==> config.mk <==
export PLATFORM = sky130hd
export DESIGN_NAME = humidity_temp_frame_decoder_flat
export DESIGN_NICKNAME = d
export VERILOG_FILES = /design/src/hdl/htfd_pkg.sv /design/src/hdl/htfd_if.sv /design/src/hdl/htfd_front.sv /design/src/hdl/htfd_queue.sv /design/src/hdl/htfd_back.sv /design/src/hdl/humidity_temp_frame_decoder.sv /design/src/flat_wrapper.sv
export VERILOG_INCLUDE_DIRS = /design/src /design/src/hdl
export SDC_FILE = /design/constraint.sdc
export NUM_CORES = 1
export LEC_CHECK = 0
export BUFFER_PORTS_ARGS = -buffer_cell sky130_fd_sc_hd__buf_2
export CORE_MARGIN = 4
export CORE_UTILIZATION = 30
export DETAILED_ROUTE_END_ITERATION = 10
export PLACE_DENSITY = 0.51
export SYNTH_ARGS = -nofsm -noshare
export SYNTH_HDL_FRONTEND = slang
export SYNTH_SLANG_ARGS = --single-unit
export TNS_END_PERCENT = 30
==> constraint.sdc <==
create_clock -name i_clk -period 8.2 [get_ports i_clk]
set_clock_uncertainty 0.1 [all_clocks]
set_input_delay 1.23 -clock i_clk [delete_from_list [all_inputs] [get_ports i_clk]]
set_output_delay 1.23 -clock i_clk [all_outputs]
set_load 0.01 [all_outputs]
==> src/hdl/assert_macros.svh <==
// Assertion macros shared by the frame decoder modules.
// Depends on nothing; each module that asserts includes this header.
`ifndef ASSERT_MACROS_SVH
`define ASSERT_MACROS_SVH

// A property that must hold at every clock edge outside reset.
`define HTFD_ASSERT(lbl, clk, rstn, prop) \
    lbl: assert property (@(posedge clk) disable iff (!rstn) (prop)) \
        else $error("assertion failed: %m");

// A condition at one edge that forces a consequence at the next edge.
`define HTFD_ASSERT_NEXT(lbl, clk, rstn, ante, cons) \
    lbl: assert property (@(posedge clk) disable iff (!rstn) (ante) |=> (cons)) \
        else $error("assertion failed: %m");

`endif

==> src/hdl/htfd_pkg.sv <==
// Package of the humidity and temperature frame decoder: types, codes,
// conversion constants and the CRC-8 byte step. Depends on nothing.
`default_nettype none

package htfd_pkg;

    // Depth of the queue between the frame front end and the converter.
    localparam int QUEUE_DEPTH = 2;

    // Field widths.
    localparam int TEMP_W    = 15;
    localparam int HUMID_W   = 14;
    localparam int RAW_W     = 16;
    localparam int PROD_T_W  = 31;
    localparam int PROD_H_W  = 30;
    localparam int SUM_W     = 32;

    // Conversion constants in hundredths.
    localparam int T_SCALE  = 17500;
    localparam int T_OFFSET = 4500;
    localparam int H_SCALE  = 12500;
    localparam int H_OFFSET = 600;
    localparam int H_MAX    = 10000;

    // CRC-8 of the sensor family: polynomial 0x31, seed 0xFF, MSB first.
    localparam logic [7:0] CRC_POLY = 8'h31;
    localparam logic [7:0] CRC_INIT = 8'hFF;

    // Result status codes.
    typedef enum logic [1:0] {
        ST_OK  = 2'd0,
        ST_CRC = 2'd1,
        ST_BUS = 2'd2
    } t_status;

    // One classified frame handed from the front end to the converter.
    typedef struct packed {
        t_status            status;
        logic [RAW_W-1:0]   raw_t;
        logic [RAW_W-1:0]   raw_h;
    } t_cmd;

    // Queue fill flags seen by both sides.
    typedef struct packed {
        logic full;
        logic empty;
    } t_q_flags;

    // One byte through the CRC register, eight shift steps.
    function automatic logic [7:0] crc8_byte(input logic [7:0] crc_in,
                                             input logic [7:0] data);
        logic [7:0] c;
        c = crc_in ^ data;
        for (int b = 0; b < 8; b++) begin
            if (c[7]) begin
                c = {c[6:0], 1'b0} ^ CRC_POLY;
            end else begin
                c = {c[6:0], 1'b0};
            end
        end
        return c;
    endfunction

endpackage

`default_nettype wire

==> src/hdl/htfd_if.sv <==
// Stream interfaces of the frame decoder: the byte input and the result output.
// Depends on htfd_pkg for the field widths.
`default_nettype none

// Received bytes with the bus failure flag.
interface htfd_in_if import htfd_pkg::*; ();
    logic       valid;
    logic       ready;
    logic [7:0] rx_byte;
    logic       bus_fail;

    modport source (output valid, output rx_byte, output bus_fail, input ready);
    modport sink   (input valid, input rx_byte, input bus_fail, output ready);
endinterface

// Decoded readings with status and cache flag.
interface htfd_out_if import htfd_pkg::*; ();
    logic                      valid;
    logic                      ready;
    logic signed [TEMP_W-1:0]  temp_centi;
    logic [HUMID_W-1:0]        humid_centi;
    logic [1:0]                status;
    logic                      cache_valid;

    modport source (output valid, output temp_centi, output humid_centi,
                    output status, output cache_valid, input ready);
    modport sink   (input valid, input temp_centi, input humid_centi,
                    input status, input cache_valid, output ready);
endinterface

`default_nettype wire

==> src/hdl/htfd_front.sv <==
// Front end of the frame decoder: takes bytes, tracks the frame position,
// runs the CRC and pushes one classified frame per result. Uses htfd_pkg.
`default_nettype none
`include "assert_macros.svh"

module htfd_front import htfd_pkg::*; (
    input  wire logic      i_clk,
    input  wire logic      i_rst_n,
    htfd_in_if.sink        i_in,
    input  wire t_q_flags  i_q_flags,
    output logic           o_push,
    output t_cmd           o_cmd
);

    // Byte positions inside the six-byte frame.
    localparam logic [2:0] POS_T_HI  = 3'd0;
    localparam logic [2:0] POS_T_LO  = 3'd1;
    localparam logic [2:0] POS_T_CRC = 3'd2;
    localparam logic [2:0] POS_H_HI  = 3'd3;
    localparam logic [2:0] POS_H_LO  = 3'd4;

    logic [2:0]        r_pos;
    logic [2:0]        n_pos;
    logic [7:0]        r_crc;
    logic              r_t_ok;
    logic [RAW_W-1:0]  r_raw_t;
    logic [RAW_W-1:0]  r_raw_h;
    logic              w_beat;
    logic [7:0]        w_crc_seed;
    logic [7:0]        w_crc_next;

    // A byte is taken whenever the queue has room for a possible result.
    assign i_in.ready = !i_q_flags.full;
    assign w_beat     = i_in.valid && i_in.ready;

    // The CRC restarts on the high byte of each word.
    assign w_crc_seed = (r_pos == POS_T_HI || r_pos == POS_H_HI) ? CRC_INIT : r_crc;
    assign w_crc_next = crc8_byte(w_crc_seed, i_in.rx_byte);

    // Frame position and queue push.
    always_comb begin
        n_pos        = r_pos;
        o_push       = 1'b0;
        o_cmd.status = ST_OK;
        o_cmd.raw_t  = r_raw_t;
        o_cmd.raw_h  = r_raw_h;
        if (w_beat) begin
            if (i_in.bus_fail) begin
                n_pos        = POS_T_HI;
                o_push       = 1'b1;
                o_cmd.status = ST_BUS;
            end else begin
                case (r_pos)
                    POS_T_HI, POS_T_LO, POS_T_CRC, POS_H_HI, POS_H_LO: begin
                        n_pos = r_pos + 3'd1;
                    end
                    default: begin
                        // Sixth byte: humidity CRC, frame complete.
                        n_pos        = POS_T_HI;
                        o_push       = 1'b1;
                        o_cmd.status = (r_t_ok && (r_crc == i_in.rx_byte)) ? ST_OK : ST_CRC;
                    end
                endcase
            end
        end
    end

    // Position register.
    always_ff @(posedge i_clk) begin
        if (!i_rst_n) begin
            r_pos <= POS_T_HI;
        end else begin
            r_pos <= n_pos;
        end
    end

    // Held words and running CRC.
    always_ff @(posedge i_clk) begin
        if (w_beat && !i_in.bus_fail) begin
            case (r_pos)
                POS_T_HI: begin
                    r_raw_t[15:8] <= i_in.rx_byte;
                    r_crc         <= w_crc_next;
                end
                POS_T_LO: begin
                    r_raw_t[7:0] <= i_in.rx_byte;
                    r_crc        <= w_crc_next;
                end
                POS_T_CRC: begin
                    r_t_ok <= (r_crc == i_in.rx_byte);
                end
                POS_H_HI: begin
                    r_raw_h[15:8] <= i_in.rx_byte;
                    r_crc         <= w_crc_next;
                end
                POS_H_LO: begin
                    r_raw_h[7:0] <= i_in.rx_byte;
                    r_crc        <= w_crc_next;
                end
                default: begin
                end
            endcase
        end
    end

    // A bus failure always restarts the frame.
    `HTFD_ASSERT_NEXT(a_fail_restart, i_clk, i_rst_n, w_beat && i_in.bus_fail, r_pos == POS_T_HI)

    // A push happens only on a failure or at the last byte of a frame.
    `HTFD_ASSERT(a_push_cause, i_clk, i_rst_n, !o_push || i_in.bus_fail || r_pos > POS_H_LO)

endmodule

`default_nettype wire

==> src/hdl/htfd_queue.sv <==
// Short queue of classified frames between front end and converter.
// Uses htfd_pkg for the entry type and flags.
`default_nettype none
`include "assert_macros.svh"

module htfd_queue import htfd_pkg::*; #(
    parameter int P_DEPTH = QUEUE_DEPTH
) (
    input  wire logic  i_clk,
    input  wire logic  i_rst_n,
    input  wire logic  i_push,
    input  wire t_cmd  i_cmd,
    input  wire logic  i_pop,
    output t_cmd       o_cmd,
    output t_q_flags   o_flags
);

    localparam int AW = (P_DEPTH > 1) ? $clog2(P_DEPTH) : 1;
    localparam int CW = $clog2(P_DEPTH + 1);
    localparam logic [AW-1:0] LAST = AW'(P_DEPTH - 1);

    t_cmd           r_mem [P_DEPTH];
    logic [AW-1:0]  r_wr;
    logic [AW-1:0]  r_rd;
    logic [CW-1:0]  r_count;

    assign o_flags.full  = (r_count == CW'(P_DEPTH));
    assign o_flags.empty = (r_count == '0);
    assign o_cmd         = r_mem[r_rd];

    // Pointers and fill count.
    always_ff @(posedge i_clk) begin
        if (!i_rst_n) begin
            r_wr    <= '0;
            r_rd    <= '0;
            r_count <= '0;
        end else begin
            if (i_push) begin
                r_wr <= (r_wr == LAST) ? '0 : r_wr + AW'(1);
            end
            if (i_pop) begin
                r_rd <= (r_rd == LAST) ? '0 : r_rd + AW'(1);
            end
            if (i_push && !i_pop) begin
                r_count <= r_count + CW'(1);
            end else if (!i_push && i_pop) begin
                r_count <= r_count - CW'(1);
            end
        end
    end

    // Entry storage.
    always_ff @(posedge i_clk) begin
        if (i_push) begin
            r_mem[r_wr] <= i_cmd;
        end
    end

    `HTFD_ASSERT(a_no_overflow, i_clk, i_rst_n, !(i_push && o_flags.full))
    `HTFD_ASSERT(a_no_underflow, i_clk, i_rst_n, !(i_pop && o_flags.empty))

endmodule

`default_nettype wire

==> src/hdl/htfd_back.sv <==
// Back end of the frame decoder: scales the raw words to hundredths, clamps
// humidity and holds the result beat. Uses htfd_pkg.
`default_nettype none
`include "assert_macros.svh"

module htfd_back import htfd_pkg::*; (
    input  wire logic      i_clk,
    input  wire logic      i_rst_n,
    input  wire t_q_flags  i_q_flags,
    input  wire t_cmd      i_cmd,
    output logic           o_pop,
    htfd_out_if.source     o_out
);

    logic                  r_s1_vld;
    t_status               r_s1_status;
    logic [PROD_T_W-1:0]   r_p_t;
    logic [PROD_H_W-1:0]   r_p_h;
    logic                  r_out_vld;
    t_status               r_out_status;
    logic [TEMP_W-1:0]     r_out_temp;
    logic [HUMID_W-1:0]    r_out_humid;
    logic                  r_cache_flag;
    logic                  w_out_free;
    logic                  w_s1_adv;
    logic [SUM_W-1:0]      w_sum_t;
    logic [SUM_W-1:0]      w_sum_h;
    logic [TEMP_W-1:0]     w_q_t;
    logic [HUMID_W-1:0]    w_q_h;
    logic [HUMID_W-1:0]    w_diff_h;
    logic [TEMP_W-1:0]     w_temp;
    logic [HUMID_W-1:0]    w_humid;
    logic                  w_ok;

    // Pipeline flow: the output register frees stage one, stage one frees the queue.
    assign w_out_free = !r_out_vld || o_out.ready;
    assign w_s1_adv   = r_s1_vld && w_out_free;
    assign o_pop      = (!r_s1_vld || w_out_free) && !i_q_flags.empty;

    // Stage one: constant products.
    always_ff @(posedge i_clk) begin
        if (!i_rst_n) begin
            r_s1_vld <= 1'b0;
        end else if (!r_s1_vld || w_out_free) begin
            r_s1_vld <= o_pop;
        end
    end

    always_ff @(posedge i_clk) begin
        if (o_pop) begin
            r_s1_status <= i_cmd.status;
            r_p_t       <= PROD_T_W'(T_SCALE) * PROD_T_W'(i_cmd.raw_t);
            r_p_h       <= PROD_H_W'(H_SCALE) * PROD_H_W'(i_cmd.raw_h);
        end
    end

    // Floor division by 65535: (p + (p >> 16) + 1) >> 16 is exact for these products.
    assign w_sum_t = SUM_W'(r_p_t) + SUM_W'(r_p_t >> 16) + SUM_W'(1);
    assign w_sum_h = SUM_W'(r_p_h) + SUM_W'(r_p_h >> 16) + SUM_W'(1);
    assign w_q_t   = w_sum_t[16 +: TEMP_W];
    assign w_q_h   = w_sum_h[16 +: HUMID_W];

    // Offsets and humidity clamp.
    assign w_diff_h = w_q_h - HUMID_W'(H_OFFSET);
    assign w_temp   = w_q_t - TEMP_W'(T_OFFSET);
    assign w_ok     = (r_s1_status == ST_OK);

    always_comb begin
        if (w_q_h < HUMID_W'(H_OFFSET)) begin
            w_humid = '0;
        end else if (w_diff_h > HUMID_W'(H_MAX)) begin
            w_humid = HUMID_W'(H_MAX);
        end else begin
            w_humid = w_diff_h;
        end
    end

    // Output register; the cache flag is set by a good frame and cleared otherwise.
    always_ff @(posedge i_clk) begin
        if (!i_rst_n) begin
            r_out_vld    <= 1'b0;
            r_cache_flag <= 1'b0;
        end else begin
            if (w_out_free) begin
                r_out_vld <= r_s1_vld;
            end
            if (w_s1_adv) begin
                r_cache_flag <= w_ok;
            end
        end
    end

    always_ff @(posedge i_clk) begin
        if (w_s1_adv) begin
            r_out_status <= r_s1_status;
            r_out_temp   <= w_ok ? w_temp : '0;
            r_out_humid  <= w_ok ? w_humid : '0;
        end
    end

    assign o_out.valid       = r_out_vld;
    assign o_out.status      = r_out_status;
    assign o_out.temp_centi  = r_out_temp;
    assign o_out.humid_centi = r_out_humid;
    assign o_out.cache_valid = r_cache_flag;

    // A failed frame carries zero readings and an empty cache.
    `HTFD_ASSERT(a_bad_zero, i_clk, i_rst_n, !(r_out_vld && r_out_status != ST_OK) || (r_out_temp == '0 && r_out_humid == '0 && !r_cache_flag))

    // A good frame fills the cache and stays inside the humidity range.
    `HTFD_ASSERT(a_good_range, i_clk, i_rst_n, !(r_out_vld && r_out_status == ST_OK) || (r_cache_flag && r_out_humid <= HUMID_W'(H_MAX)))

endmodule

`default_nettype wire

==> src/hdl/humidity_temp_frame_decoder.sv <==
// Decodes six-byte humidity/temperature responses: bytes in, one checked and
// scaled reading out per frame or bus failure. One byte is accepted per clock
// while the result queue has room. The queue is written at the edge that
// accepts the sixth byte or the failing beat; the result then passes the
// product stage and the output register. Bytes keep flowing while a result
// waits: input ready drops only when the result queue (P_QUEUE_DEPTH entries)
// fills behind a stalled output. Results whose CRC fails report status 1 and
// zeros, bus failures status 2 and zeros.
// Depends on htfd_pkg, htfd_if, htfd_front, htfd_queue and htfd_back.
`default_nettype none

module humidity_temp_frame_decoder import htfd_pkg::*; #(
    parameter int P_QUEUE_DEPTH = QUEUE_DEPTH
) (
    input  wire logic   i_clk,
    input  wire logic   i_rst_n,
    htfd_in_if.sink     i_in,
    htfd_out_if.source  o_out
);

    logic      w_push;
    logic      w_pop;
    t_cmd      w_push_cmd;
    t_cmd      w_pop_cmd;
    t_q_flags  w_q_flags;

    // Frame tracking and CRC classification.
    htfd_front u_front (
        .i_clk     (i_clk),
        .i_rst_n   (i_rst_n),
        .i_in      (i_in),
        .i_q_flags (w_q_flags),
        .o_push    (w_push),
        .o_cmd     (w_push_cmd)
    );

    // Queue between the two halves.
    htfd_queue #(
        .P_DEPTH (P_QUEUE_DEPTH)
    ) u_queue (
        .i_clk   (i_clk),
        .i_rst_n (i_rst_n),
        .i_push  (w_push),
        .i_cmd   (w_push_cmd),
        .i_pop   (w_pop),
        .o_cmd   (w_pop_cmd),
        .o_flags (w_q_flags)
    );

    // Scaling, clamping and result hold.
    htfd_back u_back (
        .i_clk     (i_clk),
        .i_rst_n   (i_rst_n),
        .i_q_flags (w_q_flags),
        .i_cmd     (w_pop_cmd),
        .o_pop     (w_pop),
        .o_out     (o_out)
    );

endmodule

`default_nettype wire

==> src/flat_wrapper.sv <==
// flat-port wrapper written by rule: the top's interface ports become plain ports
module humidity_temp_frame_decoder_flat import htfd_pkg::*;
#(
    parameter int P_QUEUE_DEPTH = QUEUE_DEPTH
)
  (i_clk, i_rst_n, i_in_valid, i_in_rx_byte, i_in_bus_fail, i_in_ready, o_out_valid, o_out_temp_centi, o_out_humid_centi, o_out_status, o_out_cache_valid, o_out_ready);
  htfd_in_if i_in_i ();
  htfd_out_if o_out_i ();
  input  wire logic i_clk;
  input  wire logic i_rst_n;
  input wire logic [$bits(i_in_i.valid)-1:0] i_in_valid;
  input wire logic [$bits(i_in_i.rx_byte)-1:0] i_in_rx_byte;
  input wire logic [$bits(i_in_i.bus_fail)-1:0] i_in_bus_fail;
  output wire logic [$bits(i_in_i.ready)-1:0] i_in_ready;
  output wire logic [$bits(o_out_i.valid)-1:0] o_out_valid;
  output wire logic [$bits(o_out_i.temp_centi)-1:0] o_out_temp_centi;
  output wire logic [$bits(o_out_i.humid_centi)-1:0] o_out_humid_centi;
  output wire logic [$bits(o_out_i.status)-1:0] o_out_status;
  output wire logic [$bits(o_out_i.cache_valid)-1:0] o_out_cache_valid;
  input wire logic [$bits(o_out_i.ready)-1:0] o_out_ready;
  assign i_in_i.valid = i_in_valid;
  assign i_in_i.rx_byte = i_in_rx_byte;
  assign i_in_i.bus_fail = i_in_bus_fail;
  assign i_in_ready = i_in_i.ready;
  assign o_out_valid = o_out_i.valid;
  assign o_out_temp_centi = o_out_i.temp_centi;
  assign o_out_humid_centi = o_out_i.humid_centi;
  assign o_out_status = o_out_i.status;
  assign o_out_cache_valid = o_out_i.cache_valid;
  assign o_out_i.ready = o_out_ready;
  humidity_temp_frame_decoder #(.P_QUEUE_DEPTH(P_QUEUE_DEPTH)) u_core (.i_clk(i_clk), .i_rst_n(i_rst_n), .i_in(i_in_i), .o_out(o_out_i));
endmodule
==> results_dict.tcl <==
set metrics [dict create \
    grtUsageTotal_pct 11.4 \
    critPathCaptureType "register" \
    synthArstFlopShare_pct 0 \
    critPathBufInv 6 \
    htree_num_levels 1 \
    syn_area_per_cell_um2 11.6 \
    tns_ns 0 \
    drtIter0Drc 409 \
    synthesis.area_mm2 0.0157 \
    synth_cells 1352 \
    io_pins 47 \
    max-cap-violations 0 \
    routed_wl_um 31400 \
    critPathCapture "u_core.u_back.r_p_t[25]" \
    die_h_um 236 \
    fin_nets 1747 \
    grt_antenna_before_repair 2 \
    root_buffer "clkbuf_16" \
    cts_max_path_buffers 3 \
    critPathKind "register to register" \
    slowest_stage "o41ai_1" \
    regToRegEndpoint "u_core.u_back.r_p_t[25]" \
    fmax_ghz 0.152 \
    via_count 9305 \
    coreArea_mm2 0.0515 \
    utilization_pct 34.1 \
    worst_slew_pin_slew_ns 1.11 \
    cts-buffers-inserted 26 \
    synth_area_leaders "edfxtp_1 (38%), ha_1 (19%), fa_1 (11%), inv_1 (5.8%), xnor2_1 (4.4%)" \
    yosys.cell_types.count 73 \
    synth_edf_count 199 \
    cts_hold_buf 0 \
    outcome "finished clean" \
    synth_top_area_share_pct 38.2 \
    cts-resized-gates 0 \
    grt_overflow_total 0 \
    grt_pass1_vias 9740 \
    clk_pin_slew_ns 0.07 \
    crit_top_cell "inv_1" \
    initial_core_util_pct 30.4 \
    grt_max_degree 61 \
    worst_path_largest_cell_delay_ns 0.52 \
    grt_pass1_wl_um 52100 \
    hp-class "register to register" \
    wl_per_cell_um 14.8 \
    fp-row-count 83 \
    setup_violations 0 \
    clkSinkCount 210 \
    crit_chain "buf_4 -> mux2i_1 -> inv_1 -> ha_1 -> inv_1 -> fa_1 -> inv_1 -> ha_1 -> inv_1 -> fa_1 -> inv_1 -> fa_1 -> ha_1 -> a21oi_1 -> nand2b_1 -> and3_1 -> a21oi_1 -> o21ai_0 -> o41ai_1 -> o21bai_1 -> a21o_1 -> a21oi_1 -> xnor2_1" \
    drc_errors 0 \
    slew_headroom_pct 25.8 \
    synth-seq-cells 210 \
    rr_worst_depth 23 \
    post-route-period-util_pct 80.2 \
    post-cts-setup-buffers 0 \
    vias_per_cell 4.40 \
    clk_latency_ns 0.56 \
    cp.arrival_ns 6.77 \
    cp_max_fo 31 \
    synth_area_leader_cell "edfxtp_1" \
    report.final.slew_viol_count 0 \
    io_buffers 46 \
    syn_nets 1686 \
    synth_most_common_cell "inv_1" \
    worstPathRequired_ns 8.40 \
    dp_hpwl_um 25000 \
    min_period_ns 6.57 \
    synth_common_cells "inv_1 (241), ha_1 (232), edfxtp_1 (199)" \
    firstDrtPassIters 5 \
    hold_viol 0 \
    antenna_left 0 \
    path_delay_family "adder cells" \
    die_area_mm2 0.0559 \
    cp.depth 23 \
    seq_area_frac_synth_pct 39.6 \
    areaGrowthSynthToFinish_pct 12.3 \
    synth_ff_type "edfxtp_1" \
    rsz0062_at_grt "false" \
    drive_gt1_share_pct 9.56 \
    r2r_slack_ns 1.63 \
    yosysWarningCount 0 \
    fp.dieW_um 236 \
    cts_tree "yes" \
    place_congestion 0.873 \
    cp-start-kind "register" \
]
worst min-delay path by stage:
| stage | start | to | slack (ns) | cells past startpoint |
|---|---|---|---|---|
| finish | u_core.u_front.r_raw_h[7] | u_core.u_queue.r_mem[1][7] | 0.33 | 0 |
| global route | u_core.u_front.r_raw_h[3] | u_core.u_queue.r_mem[0][3] | 0.34 | 0 |
| CTS | u_core.u_front.r_raw_h[3] | u_core.u_queue.r_mem[0][3] | 0.33 | 0 |
| detailed placement | u_core.u_front.r_raw_h[8] | u_core.u_queue.r_mem[0][8] | 0.33 | 0 |
| global placement | u_core.u_front.r_raw_t[0] | u_core.u_queue.r_mem[0][16] | 0.32 | 0 |
| floorplan | u_core.u_front.r_raw_h[0] | u_core.u_queue.r_mem[0][0] | 0.32 | 0 |
cell usage in the layout (no fill, tap or decap), drive strengths merged, types with 6 or more instances in the layout:
master	Yosys	routed
dfxtp	11	11
nand2b	11	11
edfxtp	199	199
xor2	25	25
nor2	65	65
nand3	14	14
and2	13	13
clkbuf	8	27
or2	6	6
fa	89	89
clkinv	0	13
buf	9	50
and3	7	7
ha	232	232
mux2	21	21
nand2	46	46
inv	241	243
nand4	11	11
o2111ai	6	6
o21ai	37	37
nor2b	13	13
o21bai	7	7
mux2i	18	18
xnor2	78	78
nor3	15	15
o21a	12	12
a31oi	9	9
a21o	24	24
a21oi	54	54
sequential cells by signal, indices dropped and copies added (netlist names), 2 cells and up, named ones only:
signal and cells:
u_core.u_queue.r_mem 68, u_core.u_queue.r_count 2, u_core.u_front.r_raw_h 16, u_core.u_back.o_out.temp_centi 15, u_core.u_front.r_raw_t 16, u_core.u_back.r_s1_status 2, u_core.u_back.r_p_h 28, u_core.u_front.r_crc 8
u_core.u_front.r_pos 3, u_core.u_back.o_out.status 2, u_core.u_back.r_p_t 29, u_core.u_back.o_out.humid_centi 14
per-layer routing:
layer / share of wire [%] / GRT usage, %
met5: 0 / 0
met4: 2.0 / 3.17
met3: 3.2 / 1.60
met2: 45 / 18.4
met1: 50 / 16.0
cells by family after synthesis:
logic type	count (synthesis)	share of synthesized area [%]
AO/OA/AOI/OAI	194	8.27
XOR/XNOR	103	5.81
adder cells (fa/ha/maj)	321	29.9
buffers and inverters	258	6.27
flip-flops	210	39.6
multiplexers	39	2.69
AND/OR/NAND/NOR	227	7.46
area by class of cell:
| cell class | count | area (um2) |
|---|---|---|
| antenna | 1 | 2.50 |
| clock buffer | 27 | 654 |
| clock inverter | 21 | 218 |
| fill | 5183 | 33900 |
| inverter | 241 | 905 |
| multi-input combinational | 884 | 8490 |
| sequential | 210 | 6200 |
| tap | 680 | 851 |
| timing repair buffer | 50 | 260 |
through the flow:
stage	hold WS (ns)	worst slack, ns	instances	area [um2]
after floorplan	0.321	2.02	1352	15700
after global placement	0.323	1.84	2065	16700
after detailed placement	0.329	1.64	2065	16700
after CTS	0.327	1.60	2113	17600
after global routing	0.343	1.09	2113	17600
final	0.332	1.63	2114	17600
Power is not shown: default switching activity piles up to over one toggle a cycle in this logic, so the estimate is an artifact.
